`config.mk`:
```
export PLATFORM = sky130hd
export DESIGN_NAME = nwd_wall_mem
export DESIGN_NICKNAME = d
export VERILOG_FILES = /design/src/rtl/core/assert_macros.svh /design/src/rtl/core/nwd_pkg.sv /design/src/rtl/core/nwd_wall_mem.sv
export SDC_FILE = /design/constraint.sdc
export NUM_CORES = 2
export LEC_CHECK = 0
export BUFFER_PORTS_ARGS = -buffer_cell sky130_fd_sc_hd__buf_2
export CAP_MARGIN = 10
export CORE_MARGIN = 2
export CORE_UTILIZATION = 45
export CTS_BUF_LIST = sky130_fd_sc_hd__clkbuf_2
export CTS_CLUSTER_SIZE = 8
export DETAILED_ROUTE_END_ITERATION = 10
export PLACE_DENSITY = 0.67
export SLEW_MARGIN = 20
export SYNTH_ARGS = -nofsm -noshare
export SYNTH_HDL_FRONTEND = slang
export SYNTH_SLANG_ARGS = --single-unit
```
`constraint.sdc`:
```
create_clock -name clk -period 6.4 [get_ports clk]
set_input_delay 0.64 -clock clk [delete_from_list [all_inputs] [get_ports clk]]
set_output_delay 0.64 -clock clk [all_outputs]
set_load 0.03 [all_outputs]
```
`src/rtl/core/assert_macros.svh`:
```
// ----------------------------------------------------------------------------
// assert_macros.svh
// shared concurrent assertion macros, sampled on clk, held off in rst
// ----------------------------------------------------------------------------
`ifndef ASSERT_MACROS_SVH
`define ASSERT_MACROS_SVH

// same-cycle implication
`define NWD_ASSERT(label, ante, cons) \
  label: assert property (@(posedge clk) disable iff (rst) (ante) |-> (cons)) \
    else $error("nwd assertion failed");

// next-cycle implication
`define NWD_ASSERT_NEXT(label, ante, cons) \
  label: assert property (@(posedge clk) disable iff (rst) (ante) |=> (cons)) \
    else $error("nwd assertion failed");

`endif

```
`src/rtl/core/nwd_pkg.sv`:
```
// ----------------------------------------------------------------------------
// nwd_pkg
// shared constants and types of the nearest wall distance core
// ----------------------------------------------------------------------------
package nwd_pkg;

  localparam int MAX_WALLS  = 64;
  localparam int IDX_W      = $clog2(MAX_WALLS);
  localparam int CNT_W      = $clog2(MAX_WALLS + 1);
  localparam int DIV_STEPS  = 35;
  localparam int SQRT_STEPS = 18;
  localparam logic [16:0] DIST_MAX = 17'h1FFFF;

  localparam logic MODE_ADD   = 1'b0;
  localparam logic MODE_QUERY = 1'b1;

  typedef enum logic [3:0] {
    S_IDLE, S_RD, S_LD, S_MUL, S_SEL, S_DIV, S_UPD, S_SQI, S_SQRT, S_FIN, S_PUT
  } state_t;

  typedef enum logic [3:0] {
    ST_DXDX, ST_DYDY, ST_UXDX, ST_UYDY, ST_UXUX, ST_UYUY, ST_VXVX, ST_VYVY,
    ST_UXDY, ST_UYDX, ST_ABS, ST_C0C0, ST_C1C0, ST_C1C1, ST_DRAIN
  } mul_step_t;

  typedef struct packed {
    logic signed [17:0] a;
    logic signed [17:0] b;
  } mul_op_t;

endpackage

```
`src/rtl/core/nwd_wall_mem.sv`:
```
// ----------------------------------------------------------------------------
// nwd_wall_mem
// wall table, one write and one registered read port
// ----------------------------------------------------------------------------
module nwd_wall_mem (
  input  logic                      clk,
  input  logic                      we,
  input  logic [nwd_pkg::IDX_W-1:0] waddr,
  input  logic [63:0]               wdata,
  input  logic [nwd_pkg::IDX_W-1:0] raddr,
  output logic [63:0]               rdata
);
  import nwd_pkg::*;

  logic [63:0] mem [MAX_WALLS];

  always_ff @(posedge clk) begin
    if (we) begin
      mem[waddr] <= wdata;
    end
    rdata <= mem[raddr];
  end
endmodule

```
==> results_dict.tcl <==
set metrics [dict create \
    hold_viol_final 0 \
    synth_nets 6676 \
    cp_num_buf_inv 1 \
    start_kind "flip-flop" \
    cpPeakStageDelay_ns 0.69 \
    drive_gt1_frac 0.354 \
    syn-cell-area_um2 156000 \
    post_cts_resize_count 0 \
    drt-initial-drc-count 11400 \
    finalCritPeriodShare 0.613 \
    portBuffers 141 \
    drc_errors 0 \
    ioPinCount 142 \
    grt_pass1_wl_um 605000 \
    cp.arrival_ns 3.29 \
    cts_tree "yes" \
    ir_worst_vdd_uv 205 \
    path_cells "buf_2" \
    drtAntennaViolNets 0 \
    synth_edf_count 4096 \
    die_h_um 593 \
    status "finished, final reports clean" \
    avgSynthCellArea_um2 23.7 \
    drv_cap 0 \
    insertion_delay_ns 2.37 \
    grt_overflow 0 \
    wl_um 430000 \
    synth.distinct_cells 33 \
    hold_slack_ns 0.190 \
    required_ns 5.76 \
    cpLargestDelayFamily "flip-flops" \
    track_usage 0.242 \
    cts_max_level 6 \
    ys_seq_area_frac 0.795 \
    first_pass_iters 7 \
    cpMaxStageDelayCell "dfxtp_1" \
    synth_warnings 0 \
    cts_buffer_depth 4 \
    nets 7924 \
    core_area_um2 346000 \
    dp_hpwl_um 224000 \
    wl_per_cell_um 32.5 \
    ys_seq_elements 4160 \
    timing_max_transition_violations_final 0 \
    vias_per_cell 6.02 \
    cts_made_buffers 960 \
    synthFlopType "edfxtp_1" \
    antenna_found_initial 34 \
    syn2layout_area_growth_pct 13.1 \
    die_area_um2 352000 \
    rsz0062_at_grt "false" \
    cts_sinks 4160 \
    crit_path_end_kind "primary output" \
    setup_tns_ns 0 \
    path_class "flip-flop to primary output" \
    max_freq_mhz 255 \
    root_buffer "clkbuf_2" \
    first_global_vias 81700 \
    dp.cells 11200 \
    finalCoreUtilization 0.511 \
    rows 216 \
    worstHoldPathType "primary input to flip-flop" \
    powerDensity_nw_per_um2 284 \
    vias 79700 \
    worst_pin_slew_ns 1.23 \
    die_w_um 593 \
    timing.final.crit_period_ns 3.93 \
    cts.clk_slew.worst_paths_ns 0.12 \
    grt_max_degree 89 \
    slew_headroom 0.183 \
    path_max_fanout 1 \
    instances_no_fill 13200 \
    gp_routability_congestion 0.791 \
    setup_viol_count_final 0 \
    syn_inst 6598 \
    async_flop_share 0 \
    skew_ns 0.228 \
    power.leakage_nw 56.9 \
    start_util 0.452 \
]
[metrics by stage]
stage               cell area (µm²)  setup slack, ns  total power [mW]
floorplan                    156000            0.324              32.3
global placement             164000             2.15              33.5
detailed placement           164000             2.20              33.6
CTS                          177000             2.14              50.6
global route                 177000             2.25              52.1
finish                       177000             2.47              50.2
[cell usage in the layout (no fill, tap or decap), types with 55 or more instances in the layout]
cell / instances
nand2_1: 55
mux2i_1: 135
dfxtp_1: 64
and3_1: 64
nor2_4: 65
mux4_2: 1024
a22oi_1: 168
buf_2: 138
a22o_1: 88
a211oi_1: 63
edfxtp_1: 4096
clkbuf_2: 1407
o22ai_1: 83
clkinv_1: 258
dlygate4sd3_1: 235
buf_12: 78
buf_4: 166
[timing repair]
action | in CTS | in global routing
setup buffers | 0 | 0
endpoints found under the hold margin | 8070 | 3
hold buffers | 297 | 1
[report_power, final]
| group | leakage [nW] | switching, mW | internal (mW) |
|---|---|---|---|
| sequential | 37.4 | 0.151 | 30.1 |
| combinational | 12.8 | 1.78 | 1.14 |
| clock | 6.76 | 10.6 | 6.46 |
[cell families after synthesis]
kind of cell | share of synthesized area
DFF | 0.795
muxes | 0.156
AOI/OAI and AO/OA | 0.0248
buffers and inverters | 0.0118
and+or+nand+nor | 0.0124
[cells in the mapped netlist, types with 3 or more instances]
cell / number / area [µm²]
edfxtp_1: 4096 / 123000
mux4_2: 1024 / 23100
buf_2: 170 / 851
a22oi_1: 168 / 1260
clkbuf_1: 140 / 526
mux2i_1: 135 / 1350
nor2_1: 112 / 420
a22o_1: 88 / 771
o22ai_1: 83 / 519
and3_1: 64 / 400
dfxtp_1: 64 / 1280
a211oi_1: 63 / 473
nand2_1: 58 / 218
nand3_1: 45 / 225
o221ai_1: 38 / 333
buf_4: 34 / 255
or3_1: 29 / 181
nor2b_1: 28 / 175
or2_2: 28 / 175
a41oi_1: 26 / 228
buf_1: 20 / 75.1
a2bb2oi_1: 19 / 166
inv_1: 19 / 71.3
a31oi_1: 18 / 113
nand2b_1: 11 / 68.8
buf_6: 6 / 67.6
and2_1: 3 / 18.8
[registers in the layout, summed over array words and instances (netlist names)]
name / count
mem: 4096
rdata: 64
[worst paths after layout]
kind / from / endpoint / slack [ns] / cells after the start
max: rdata[8] / rdata[8] / 2.47 / 1
max reg2reg: mem[36][2] / rdata[2] / 2.68 / 8
min: wdata[34] / mem[27][34] / 0.19 / 4
min reg2reg: mem[59][50] / rdata[50] / 0.83 / 4
[worst register-to-register path, stage by stage, from the launching register on]
cell	delay, ns
edfxtp_1	0.37
mux4_2	0.44
dlygate4sd3_1	0.57
a22oi_1	0.13
dlygate4sd3_1	0.59
nand3_1	0.12
dlygate4sd3_1	0.66
and3_1	0.18
dlygate4sd3_1	0.54
[area by class of cell]
type,count,area (µm²)
tap,4578,5730
clock inverter,355,1980
clock buffer,1407,7040
antenna,12,30.0
timing repair buffer,656,6900
multi-input combinational,2049,30800
inverter,19,71.3
fill,27200,169000
sequential,4160,124000
[per-layer routing]
metal / GRT usage / share of wire / vias to the layer above
met4: 0.0950 / 0.036 / 12
met1: 0.326 / 0.37 / 42100
met3: 0.0543 / 0.11 / 762
li1: - / - / 31700
met5: 0 / 0.00019 / -
met2: 0.386 / 0.49 / 5059
(Power assumes the default switching activity.)
