## src/rtl/core/assert_macros.svh

```systemverilog
// ----------------------------------------------------------------------------
// assert_macros.svh
// shared concurrent assertion macros, sampled on clk, held off in rst
// ----------------------------------------------------------------------------
`ifndef ASSERT_MACROS_SVH
`define ASSERT_MACROS_SVH

// same-cycle implication
`define NWD_ASSERT(label, ante, cons) \
  label: assert property (@(posedge clk) disable iff (rst) (ante) |-> (cons)) \
    else $error("nwd assertion failed");

// next-cycle implication
`define NWD_ASSERT_NEXT(label, ante, cons) \
  label: assert property (@(posedge clk) disable iff (rst) (ante) |=> (cons)) \
    else $error("nwd assertion failed");

`endif

```

## src/rtl/core/nwd_pkg.sv

```systemverilog
// ----------------------------------------------------------------------------
// nwd_pkg
// shared constants and types of the nearest wall distance core
// ----------------------------------------------------------------------------
package nwd_pkg;

  localparam int MAX_WALLS  = 64;
  localparam int IDX_W      = $clog2(MAX_WALLS);
  localparam int CNT_W      = $clog2(MAX_WALLS + 1);
  localparam int DIV_STEPS  = 35;
  localparam int SQRT_STEPS = 18;
  localparam logic [16:0] DIST_MAX = 17'h1FFFF;

  localparam logic MODE_ADD   = 1'b0;
  localparam logic MODE_QUERY = 1'b1;

  typedef enum logic [3:0] {
    S_IDLE, S_RD, S_LD, S_MUL, S_SEL, S_DIV, S_UPD, S_SQI, S_SQRT, S_FIN, S_PUT
  } state_t;

  typedef enum logic [3:0] {
    ST_DXDX, ST_DYDY, ST_UXDX, ST_UYDY, ST_UXUX, ST_UYUY, ST_VXVX, ST_VYVY,
    ST_UXDY, ST_UYDX, ST_ABS, ST_C0C0, ST_C1C0, ST_C1C1, ST_DRAIN
  } mul_step_t;

  typedef struct packed {
    logic signed [17:0] a;
    logic signed [17:0] b;
  } mul_op_t;

endpackage

```

## src/rtl/core/nwd_mul.sv

```systemverilog
// ----------------------------------------------------------------------------
// nwd_mul
// shared signed 18x18 multiplier with registered product
// ----------------------------------------------------------------------------
module nwd_mul (
  input  logic                    clk,
  input  nwd_pkg::mul_op_t        op,
  output logic signed [35:0]      p
);
  import nwd_pkg::*;

  always_ff @(posedge clk) begin
    p <= op.a * op.b;
  end
endmodule

```

## config.mk

```make
export PLATFORM = sky130hd
export DESIGN_NAME = nwd_mul
export DESIGN_NICKNAME = d
export VERILOG_FILES = /design/src/rtl/core/assert_macros.svh /design/src/rtl/core/nwd_pkg.sv /design/src/rtl/core/nwd_mul.sv
export SDC_FILE = /design/constraint.sdc
export NUM_CORES = 1
export LEC_CHECK = 0
export BUFFER_PORTS_ARGS = -buffer_cell sky130_fd_sc_hd__buf_2
export CORE_ASPECT_RATIO = 1.4
export CORE_MARGIN = 4
export CORE_UTILIZATION = 30
export CTS_BUF_LIST = sky130_fd_sc_hd__clkbuf_4 sky130_fd_sc_hd__clkbuf_8
export DETAILED_ROUTE_END_ITERATION = 8
export MAX_ROUTING_LAYER = met4
export SLEW_MARGIN = 20
export SYNTH_ARGS = -nofsm -noshare
export SYNTH_HDL_FRONTEND = slang
export SYNTH_SLANG_ARGS = --single-unit
```

## constraint.sdc

```tcl
create_clock -name clk -period 8.62 [get_ports clk]
set_input_delay 0 -clock clk [delete_from_list [all_inputs] [get_ports clk]]
set_output_delay 0 -clock clk [all_outputs]
set_load 0.03 [all_outputs]
```

==> reports/qor.csv, run 1 <==
stage,metric,value,unit
outcome,status,"complete, no violations",
worst_setup_path,CP endpoint kind,register,
drt,initial DRC count,414,
logic_synthesis,post-synth top area share,51.0,%
logic_synthesis,top post-synthesis cells by area,"fa_1 51%, inv_1 11%, ha_1 9.0%",
drt,DR pass1 iterations,5,
finish,max FFs per register,36,
drt,metal2 WL,17200,um
timing,final setup fails,0,
die,Die Height,253,um
worst_setup_path,crit path kind,input port to register,
global_route,pin count of the biggest net entering global routing,20,
drt,DRC,0,
timing,Period minus WS final,6.42,ns
logic_synthesis,Ys Warns,0,
logic_synthesis,post-synthesis cell area,12900,um2
logic_synthesis,average size of a mapped cell,9.37,um2
logic_synthesis,most frequent cell after synthesis,inv_1,
die,Initial Util,30.5,%
drt,met3 wire len,1430,um
timing,setup TNS,0,ns
worst_setup_path,Setup crit start kind,input port,
logic_synthesis,cell taking the most area after synthesis,fa_1,
global_route,vias in the first global route,10151,
clock_network,CTS Buffer Depth,2,
timing,Slew @ Worst Pin,1.03,ns
placement,hpwl dp,27100,um
drt,via count,8969,
logic_synthesis,Syn Inst Count,1378,
drt,Post-DRT Antenna Nets,0,
clock_network,hold_buf cts,0,
finish,nets,1873,
global_route,grt ovf,0,
global_route,Total GRT Usage,15.1,%
drt,metal1 wirelength,12200,um
clock_network,Worst-path clk slew,0.10,ns
timing,Slew Limit Fails,0,
clock_network,cts bufs inserted,5,
finish,layout cells sized above 1,6.57,%
flow_run,max_cap viols,0,
die,Core Area,42300,um2
timing,relative slew slack,31.2,%
timing,"Hold Violations, Final",0,
worst_setup_path,crit-path max FO,18,
logic_synthesis,Most used DFF post-synth,dfxtp_1,
die,die span in x,183,um
clock_network,CTS resizes,0,
clock_network,setup bufs post-CTS,0,
die,top-level I/O count,73,
logic_synthesis,Async SR Flop Fraction,0,%
clock_network,clock sinks,36,
finish,Biggest register,p,
drt,Routed wire per std cell,16.3,um
timing,Final Cycle Share,74.5,%
finish,area grow syn2layout,7.81,%
logic_synthesis,Seq cells post-synth,36,
finish,leading registers by flop count,p (36),
placement,port buffer count,72,
logic_synthesis,Synth cell types,48,
global_route,first-pass GRT wire length,53800,um
timing,fmax,156,MHz
logic_synthesis,Post-synth EDFFs,0,
placement,gp weighted congestion,0.886,
logic_synthesis,top post-synthesis cells by count,"371 x inv_1, 329 x fa_1, 163 x and2_1",
logic_synthesis,"Seq/Total Area, Yosys",5.58,%
drt,Top Metal Used,met4,
logic_synthesis,syn_nets,1837,
global_route,initial antenna violation count,4,
die,Die Area,46500,um2
timing,RSZ-0062 raised after global routing,no,
worst_setup_path,critical path arrival,6.70,ns
die,Cell Rows,89,
clock_network,H-tree levels,2,
drt,drt total wl,31900,um
clock_network,CTS tree,built,
worst_setup_path,critical path required time,8.90,ns
clock_network,Root Buffer,clkbuf_8,
drt,Via density,4.56,
hold_path,Hold Crit Class,input port to register,
[cell families (layout without fill, tap and decap cells)]
logic type	count (synthesis)	in the layout	synth area share, %
buffers and inverters	415	452	12.1
adders and majority gates	422	422	60.0
and+or+nand+nor	387	387	15.4
AOI/OAI and AO/OA	82	82	4.48
xor gates and xnor gates	34	34	2.31
muxes	2	2	0.165
other	0	4	0
DFF	36	36	5.58
[per-layer routing]
metal | vias to the layer above | track usage (%)
met5 | - | -
met4 | 0 | 5.09
met3 | 57 | 2.38
met2 | 198 | 26.7
met1 | 4665 | 17.4
li1 | 4049 | -
[cell usage in the layout, fill, tap and decap left out, drive strengths merged, types with 4 or more instances in the layout]
cell    synthesis  layout
nand3           6       6
clkbuf         44       5
fa            329     329
nor3            5       5
inv           371     371
o21ai          16      16
nor2b          17      17
dfxtp          36      36
nand2         157     157
a31oi           5       5
a21o            8       8
a21oi          22      22
nand2b          9       9
and2          163     163
o211ai          5       5
o21bai          5       5
nor2           18      18
diode           0       4
ha             93      93
xnor2          32      32
buf             0      73
[critical path, cell delays in order]
cell and delay, ns:
buf_2 0.40, nand2_1 0.16, fa_1 0.56, inv_1 0.05, fa_1 0.49, inv_1 0.05, fa_1 0.53, inv_1 0.07
fa_1 0.45, fa_1 0.49, inv_1 0.05, fa_1 0.47, inv_1 0.04, ha_1 0.33, a21oi_1 0.13, o21ai_0 0.11
a221oi_1 0.72, o211ai_1 0.28, o41ai_1 0.66, o2111ai_1 0.26, a21oi_1 0.24, xnor2_1 0.13
[worst paths after layout]
check | from | endpoint | slack, ns | cells after the start
min | op[0] | p[0] | 0.09 | 2
max | op[9] | p[35] | 2.20 | 22
[layout make-up]
cell class / instances / area, um2
inverter: 371 / 1390
sequential: 36 / 721
multi-input combinational: 927 / 10600
antenna: 4 / 10.0
timing repair buffer: 73 / 368
fill: 4378 / 28400
clock buffer: 5 / 68.8
clock inverter: 3 / 42.5
tap: 546 / 683
[metrics by stage]
stage	util, %	hold slack [ns]	cells	area, um2	worst slack, ns
2_1_floorplan	-	0.122	1378	12900	2.59
3_3_place_gp	32.6	0.437	1953	13800	1.74
3_5_place_dp	32.6	0.435	1953	13800	1.72
4_1_cts	32.9	0.0718	1961	13900	2.07
5_1_grt	32.9	0.0909	1965	13900	1.64
6_report	32.9	0.0931	1965	13900	2.20
Power of run 1 is left out: the tool's default activity adds up to more than one toggle a clock period on the data nets, which glitch-free logic cannot reach.
==> run 2, diff against run 1 <==
Clock period 8.62 ns to 6.3 ns, I/O delays scaled along.
==> run 2 against run 1 <==
Utilization increased by 0.47 points. Sequential share of layout area decreased by 0.072 points. Critical path depth decreased by 1. First-iteration DRC count decreased by 4.8%. Critical path type unchanged. Via count increased by 0.42%. Die area unchanged. Critical endpoint is now p[28]. Count of clock-buffer cells in the layout unchanged. Non-clock buffer count increased by 26. Setup slack got worse by 2.0 ns.
==> reports/qor.csv, run 2 (synthesis results as in run 1) <==
stage,metric,value,unit,change
outcome,status,"complete, no violations",,unchanged
timing,"Hold Violations, Final",0,,unchanged
drt,via count,9007,,was 8969
global_route,first-pass GRT wire length,54500,um,was 53800 um
flow_run,max_cap viols,0,,unchanged
timing,final setup fails,0,,unchanged
timing,min setup slack post-route,0.230,ns,was 2.20 ns
clock_network,H-tree levels,2,,unchanged
finish,nets,1899,,was 1873
global_route,Total GRT Usage,15.4,%,was 15.1%
die,Die Height,253,um,unchanged
timing,Final Cycle Share,96.3,%,
timing,fmax,165,MHz,
drt,DR pass1 iterations,5,,unchanged
worst_setup_path,Setup crit start kind,input port,,unchanged
worst_setup_path,crit path kind,input port to register,,unchanged
placement,Place WS,-0.0948,ns,was 1.72 ns
die,Core Area,42300,um2,unchanged
finish,layout cells sized above 1,8.26,%,was 6.57%
clock_network,CTS Buffer Depth,2,,unchanged
die,die span in x,183,um,unchanged
clock_network,cts bufs inserted,5,,unchanged
hold_path,hold path cells,2,,unchanged
drt,Post-DRT Antenna Nets,0,,unchanged
timing,setup TNS,0,ns,unchanged
finish,Sequential Area,721,um2,unchanged
placement,hpwl dp,28100,um,was 27100 um
hold_path,Hold EP,p[0],,unchanged
finish,# fillers,4421,,was 4378
timing,Slew @ Worst Pin,0.625,ns,was 1.03 ns
global_route,initial antenna violation count,5,,was 4
drt,initial DRC count,394,,was 414
global_route,pin count of the biggest net entering global routing,20,,unchanged
clock_network,Root Buffer,clkbuf_8,,unchanged
die,Cell Rows,89,,unchanged
die,top-level I/O count,73,,unchanged
worst_setup_path,critical path arrival,6.32,ns,was 6.70 ns
die,Die Area,46500,um2,unchanged
clock_network,hold_buf cts,0,,unchanged
finish,"commonest non-fill, non-tap cell in the layout",inv_1,,unchanged
worst_setup_path,crit path launch,op[27],,was op[9]
clock_network,CTS tree,built,,unchanged
timing,Period minus WS final,6.07,ns,
global_route,grt ovf,0,,unchanged
finish,max FFs per register,36,,unchanged
worst_setup_path,crit-path max FO,18,,unchanged
timing,Slew Limit Fails,0,,unchanged
finish,Biggest register,p,,unchanged
finish,footprint of the multi-input gates,10600,um2,about the same
drt,Via density,4.52,,was 4.56
placement,port buffer count,72,,unchanged
hold_path,Hold Crit Class,input port to register,,unchanged
finish,"commonest non-fill, non-tap cells in the layout","371 x inv_1, 329 x fa_1, 163 x and2_1",,unchanged
worst_setup_path,CP endpoint kind,register,,unchanged
timing,RSZ-0062 raised after global routing,no,,unchanged
drt,drt total wl,33000,um,was 31900 um
drt,Routed wire per std cell,16.6,um,was 16.3 um
clock_network,setup bufs post-CTS,0,,unchanged
clock_network,CTS resizes,0,,unchanged
finish,leading registers by flop count,p (36),,unchanged
global_route,vias in the first global route,10463,,was 10151
finish,Util after Layout,33.4,%,was 32.9%
worst_setup_path,critical path required time,6.55,ns,was 8.90 ns
hold_path,Worst Hold Launch,op[0],,unchanged
finish,area grow syn2layout,9.34,%,was 7.81%
die,Initial Util,30.5,%,unchanged
placement,gp weighted congestion,0.918,,was 0.886
timing,relative slew slack,57.8,%,was 31.2%
clock_network,Worst-path clk slew,0.10,ns,about the same
clock_network,clock sinks,36,,unchanged
drt,DRC,0,,unchanged
-- run 2: critical path, stage by stage --
cell	delay (ns)
buf_2	0.37
and2_1	0.21
fa_1	0.44
fa_1	0.48
ha_1	0.29
inv_1	0.05
fa_1	0.49
inv_1	0.05
fa_1	0.53
inv_1	0.05
fa_1	0.48
inv_1	0.04
ha_1	0.39
a2111oi_4	0.39
o21ai_2	0.11
a221oi_2	0.56
a21oi_2	0.26
or4_4	0.53
a41o_1	0.26
a21oi_2	0.15
xnor2_1	0.18
-- run 2: through the flow --
stage	hold slack [ns]	instance area, um2	instances
floorplan	0.122	12900	1378
global placement	0.436	14000	1979
detailed placement	0.437	14000	1979
CTS	0.0714	14100	1987
global route	0.108	14100	1991
finish	0.0932	14100	1991
-- run 2: worst max-delay path by stage --
stage | to | slack (ns) | depth (start not counted)
after floorplan | p[35] | 0.27 | 25
after global placement | p[28] | -0.11 | 21
after detailed placement | p[28] | -0.09 | 21
after CTS | p[28] | 0.26 | 20
after global routing | p[34] | 0.06 | 21
final | p[28] | 0.23 | 21
-- run 2: final cells by class --
cell class	instances	area share (%)
Clock buffer	5	0.487
Antenna cell	4	0.0709
Inverter	371	9.86
Tap cell	546	4.84
Sequential cell	36	5.10
Timing Repair Buffer	99	3.99
Multi-Input combinational cell	927	75.3
Clock inverter	3	0.328
-- run 2: metal layers --
layer,wire length (um),global-route usage [%],vias to the layer above
met1,12200,17.1,4658
met3,1570,2.48,58
met4,1040,4.62,0
li1,-,-,4114
met2,18200,28.4,177
met5,0,-,-
Power of run 2 is left out for the same reason.
==> run 3, diff against run 2 <==
Settings changed: CORE_MARGIN 4 to 3.
==> run 3 against run 2 <==
Final cell count is 0.10% lower. Via count grew 0.69%. Non-clock buffer count shrank 1. Utilization about the same. Final area about the same. Fmax grew 1.9%. Worst hold slack better by 0.053 ns. Critical path depth unchanged. Global-route usage increased by 0.090 points. Routed wire length down 0.95%. Critical path type unchanged. Largest cell class unchanged.
==> reports/qor.csv, run 3 (synthesis results as in run 1) <==
stage,metric,value,unit,change
die,die span in x,181,um,was 183 um
worst_setup_path,crit-path max FO,18,,unchanged
timing,min setup slack post-route,0.343,ns,was 0.230 ns
timing,relative slew slack,55.3,%,was 57.8%
clock_network,cts bufs inserted,5,,unchanged
clock_network,clock sinks,36,,unchanged
drt,Post-DRT Antenna Nets,0,,unchanged
timing,Slew @ Worst Pin,0.663,ns,was 0.625 ns
die,Die Height,251,um,was 253 um
finish,final instance area,14100,um2,about the same
die,Initial Util,30.5,%,unchanged
timing,worst hold slack,0.146,ns,was 0.0932 ns
die,Cell Rows,89,,unchanged
placement,total placed instance area,14000,um2,about the same
outcome,status,"complete, no violations",,unchanged
clock_network,Worst-path clk slew,0.09,ns,was 0.10 ns
timing,fmax,168,MHz,was 165 MHz
placement,gp weighted congestion,0.863,,was 0.918
global_route,pin count of the biggest net entering global routing,20,,unchanged
finish,"commonest non-fill, non-tap cells in the layout","371 x inv_1, 329 x fa_1, 163 x and2_1",,unchanged
worst_setup_path,critical path required time,6.55,ns,about the same
global_route,first-pass GRT wire length,54300,um,was 54500 um
global_route,grt ovf,0,,unchanged
timing,RSZ-0062 raised after global routing,no,,unchanged
worst_setup_path,Crit-path slowest cell,fa_1,,was a221oi_2
placement,Place WS,-0.105,ns,was -0.0948 ns
hold_path,Hold Crit Class,input port to register,,unchanged
timing,"Hold Violations, Final",0,,unchanged
timing,final setup fails,0,,unchanged
clock_network,CTS tree,built,,unchanged
finish,# fillers,4418,,was 4421
finish,Biggest register,p,,unchanged
worst_setup_path,"Critical Path, Cell by Cell",buf_2 -> and2_1 -> fa_1 -> fa_1 -> ha_1 -> inv_1 -> fa_1 -> inv_1 -> fa_1 -> inv_1 -> fa_1 -> inv_1 -> ha_1 -> a2111oi_4 -> o21ai_2 -> a221oi_2 -> a21oi_2 -> or4_4 -> a41o_1 -> a21oi_2 -> xnor2_1,,unchanged
die,top-level I/O count,73,,unchanged
global_route,Total GRT Usage,15.5,%,was 15.4%
global_route,initial antenna violation count,3,,was 5
hold_path,Worst Hold Launch,op[18],,was op[0]
finish,layout cells sized above 1,8.19,%,was 8.26%
die,Die Area,45600,um2,was 46500 um2
worst_setup_path,Setup crit start kind,input port,,unchanged
drt,Routed wire per std cell,16.4,um,was 16.6 um
global_route,vias in the first global route,10378,,was 10463
hold_path,hold path cells,2,,unchanged
timing,Period minus WS final,5.96,ns,was 6.07 ns
worst_setup_path,CP peak stage delay,0.54,ns,was 0.56 ns
finish,area grow syn2layout,9.23,%,was 9.34%
worst_setup_path,CP most frequent cell,fa_1,,unchanged
placement,hpwl dp,27800,um,was 28100 um
worst_setup_path,crit path kind,input port to register,,unchanged
timing,setup TNS,0,ns,unchanged
clock_network,CTS resizes,0,,unchanged
clock_network,Root Buffer,clkbuf_8,,unchanged
drt,drt total wl,32700,um,was 33000 um
worst_setup_path,critical path arrival,6.21,ns,was 6.32 ns
finish,"commonest non-fill, non-tap cell in the layout",inv_1,,unchanged
worst_setup_path,CP endpoint kind,register,,unchanged
finish,nets,1898,,was 1899
die,Core Area,42300,um2,unchanged
drt,DRC,0,,unchanged
flow_run,max_cap viols,0,,unchanged
clock_network,setup bufs post-CTS,0,,unchanged
hold_path,Hold EP,p[0],,unchanged
finish,max FFs per register,36,,unchanged
clock_network,CTS Buffer Depth,2,,unchanged
drt,DR pass1 iterations,5,,unchanged
timing,Final Cycle Share,94.6,%,was 96.3%
timing,Slew Limit Fails,0,,unchanged
drt,Via density,4.56,,was 4.52
finish,leading registers by flop count,p (36),,unchanged
clock_network,hold_buf cts,0,,unchanged
clock_network,H-tree levels,2,,unchanged
placement,port buffer count,72,,unchanged
drt,via count,9069,,was 9007
drt,initial DRC count,383,,was 394
==> run 3: changes by cell type in the layout (fill, tap and decap cells not counted), sizes merged <==
cell	change
clkinv	+1
inv	-1
diode	-1
buf	-1
==> run 3: metrics by stage <==
stage	util [%]	instances
4_1_cts	33.3	1986
2_1_floorplan	-	1378
6_report	33.3	1989
3_3_place_gp	33.1	1978
3_5_place_dp	33.1	1978
5_1_grt	33.3	1989
==> run 3: final cells by class <==
cell class	count	area (um2)	share of cell area, %
flip-flops and latches	36	721	5.11
clock inverters	3	42.5	0.302
inverters	371	1390	9.87
repair buffers	98	556	3.94
multi-input cells	927	10600	75.4
well taps	546	683	4.84
diodes	3	7.51	0.0532
clock buffers	5	68.8	0.488
==> run 3: worst max path at each step <==
| stage | start | to | slack [ns] | cells after the start |
|---|---|---|---|---|
| finish | op[27] | p[28] | 0.34 | 21 |
| CTS | op[29] | p[28] | 0.29 | 21 |
| global route | op[27] | p[28] | 0.08 | 21 |
| detailed placement | op[29] | p[28] | -0.10 | 21 |
| global placement | op[27] | p[28] | -0.14 | 21 |
| floorplan | op[35] | p[35] | 0.27 | 25 |
==> run 3: worst max-delay path: cells and delay by family <==
family	cells	cell delay, ns
adders and majority gates	7	3.11
and+or+nand+nor	2	0.73
AOI/OAI and AO/OA	6	1.63
xor gates and xnor gates	1	0.17
buffers and inverters	5	0.55
==> run 3: layer usage <==
| metal | part of all wire [%] | GRT usage (%) | vias up |
|---|---|---|---|
| li1 | - | - | 4096 |
| met1 | 38 | 17.2 | 4760 |
| met2 | 55 | 28.7 | 160 |
| met3 | 3.5 | 2.15 | 53 |
| met4 | 3.1 | 5.01 | 0 |
| met5 | 0 | - | - |
Power of run 3 is left out for the same reason.
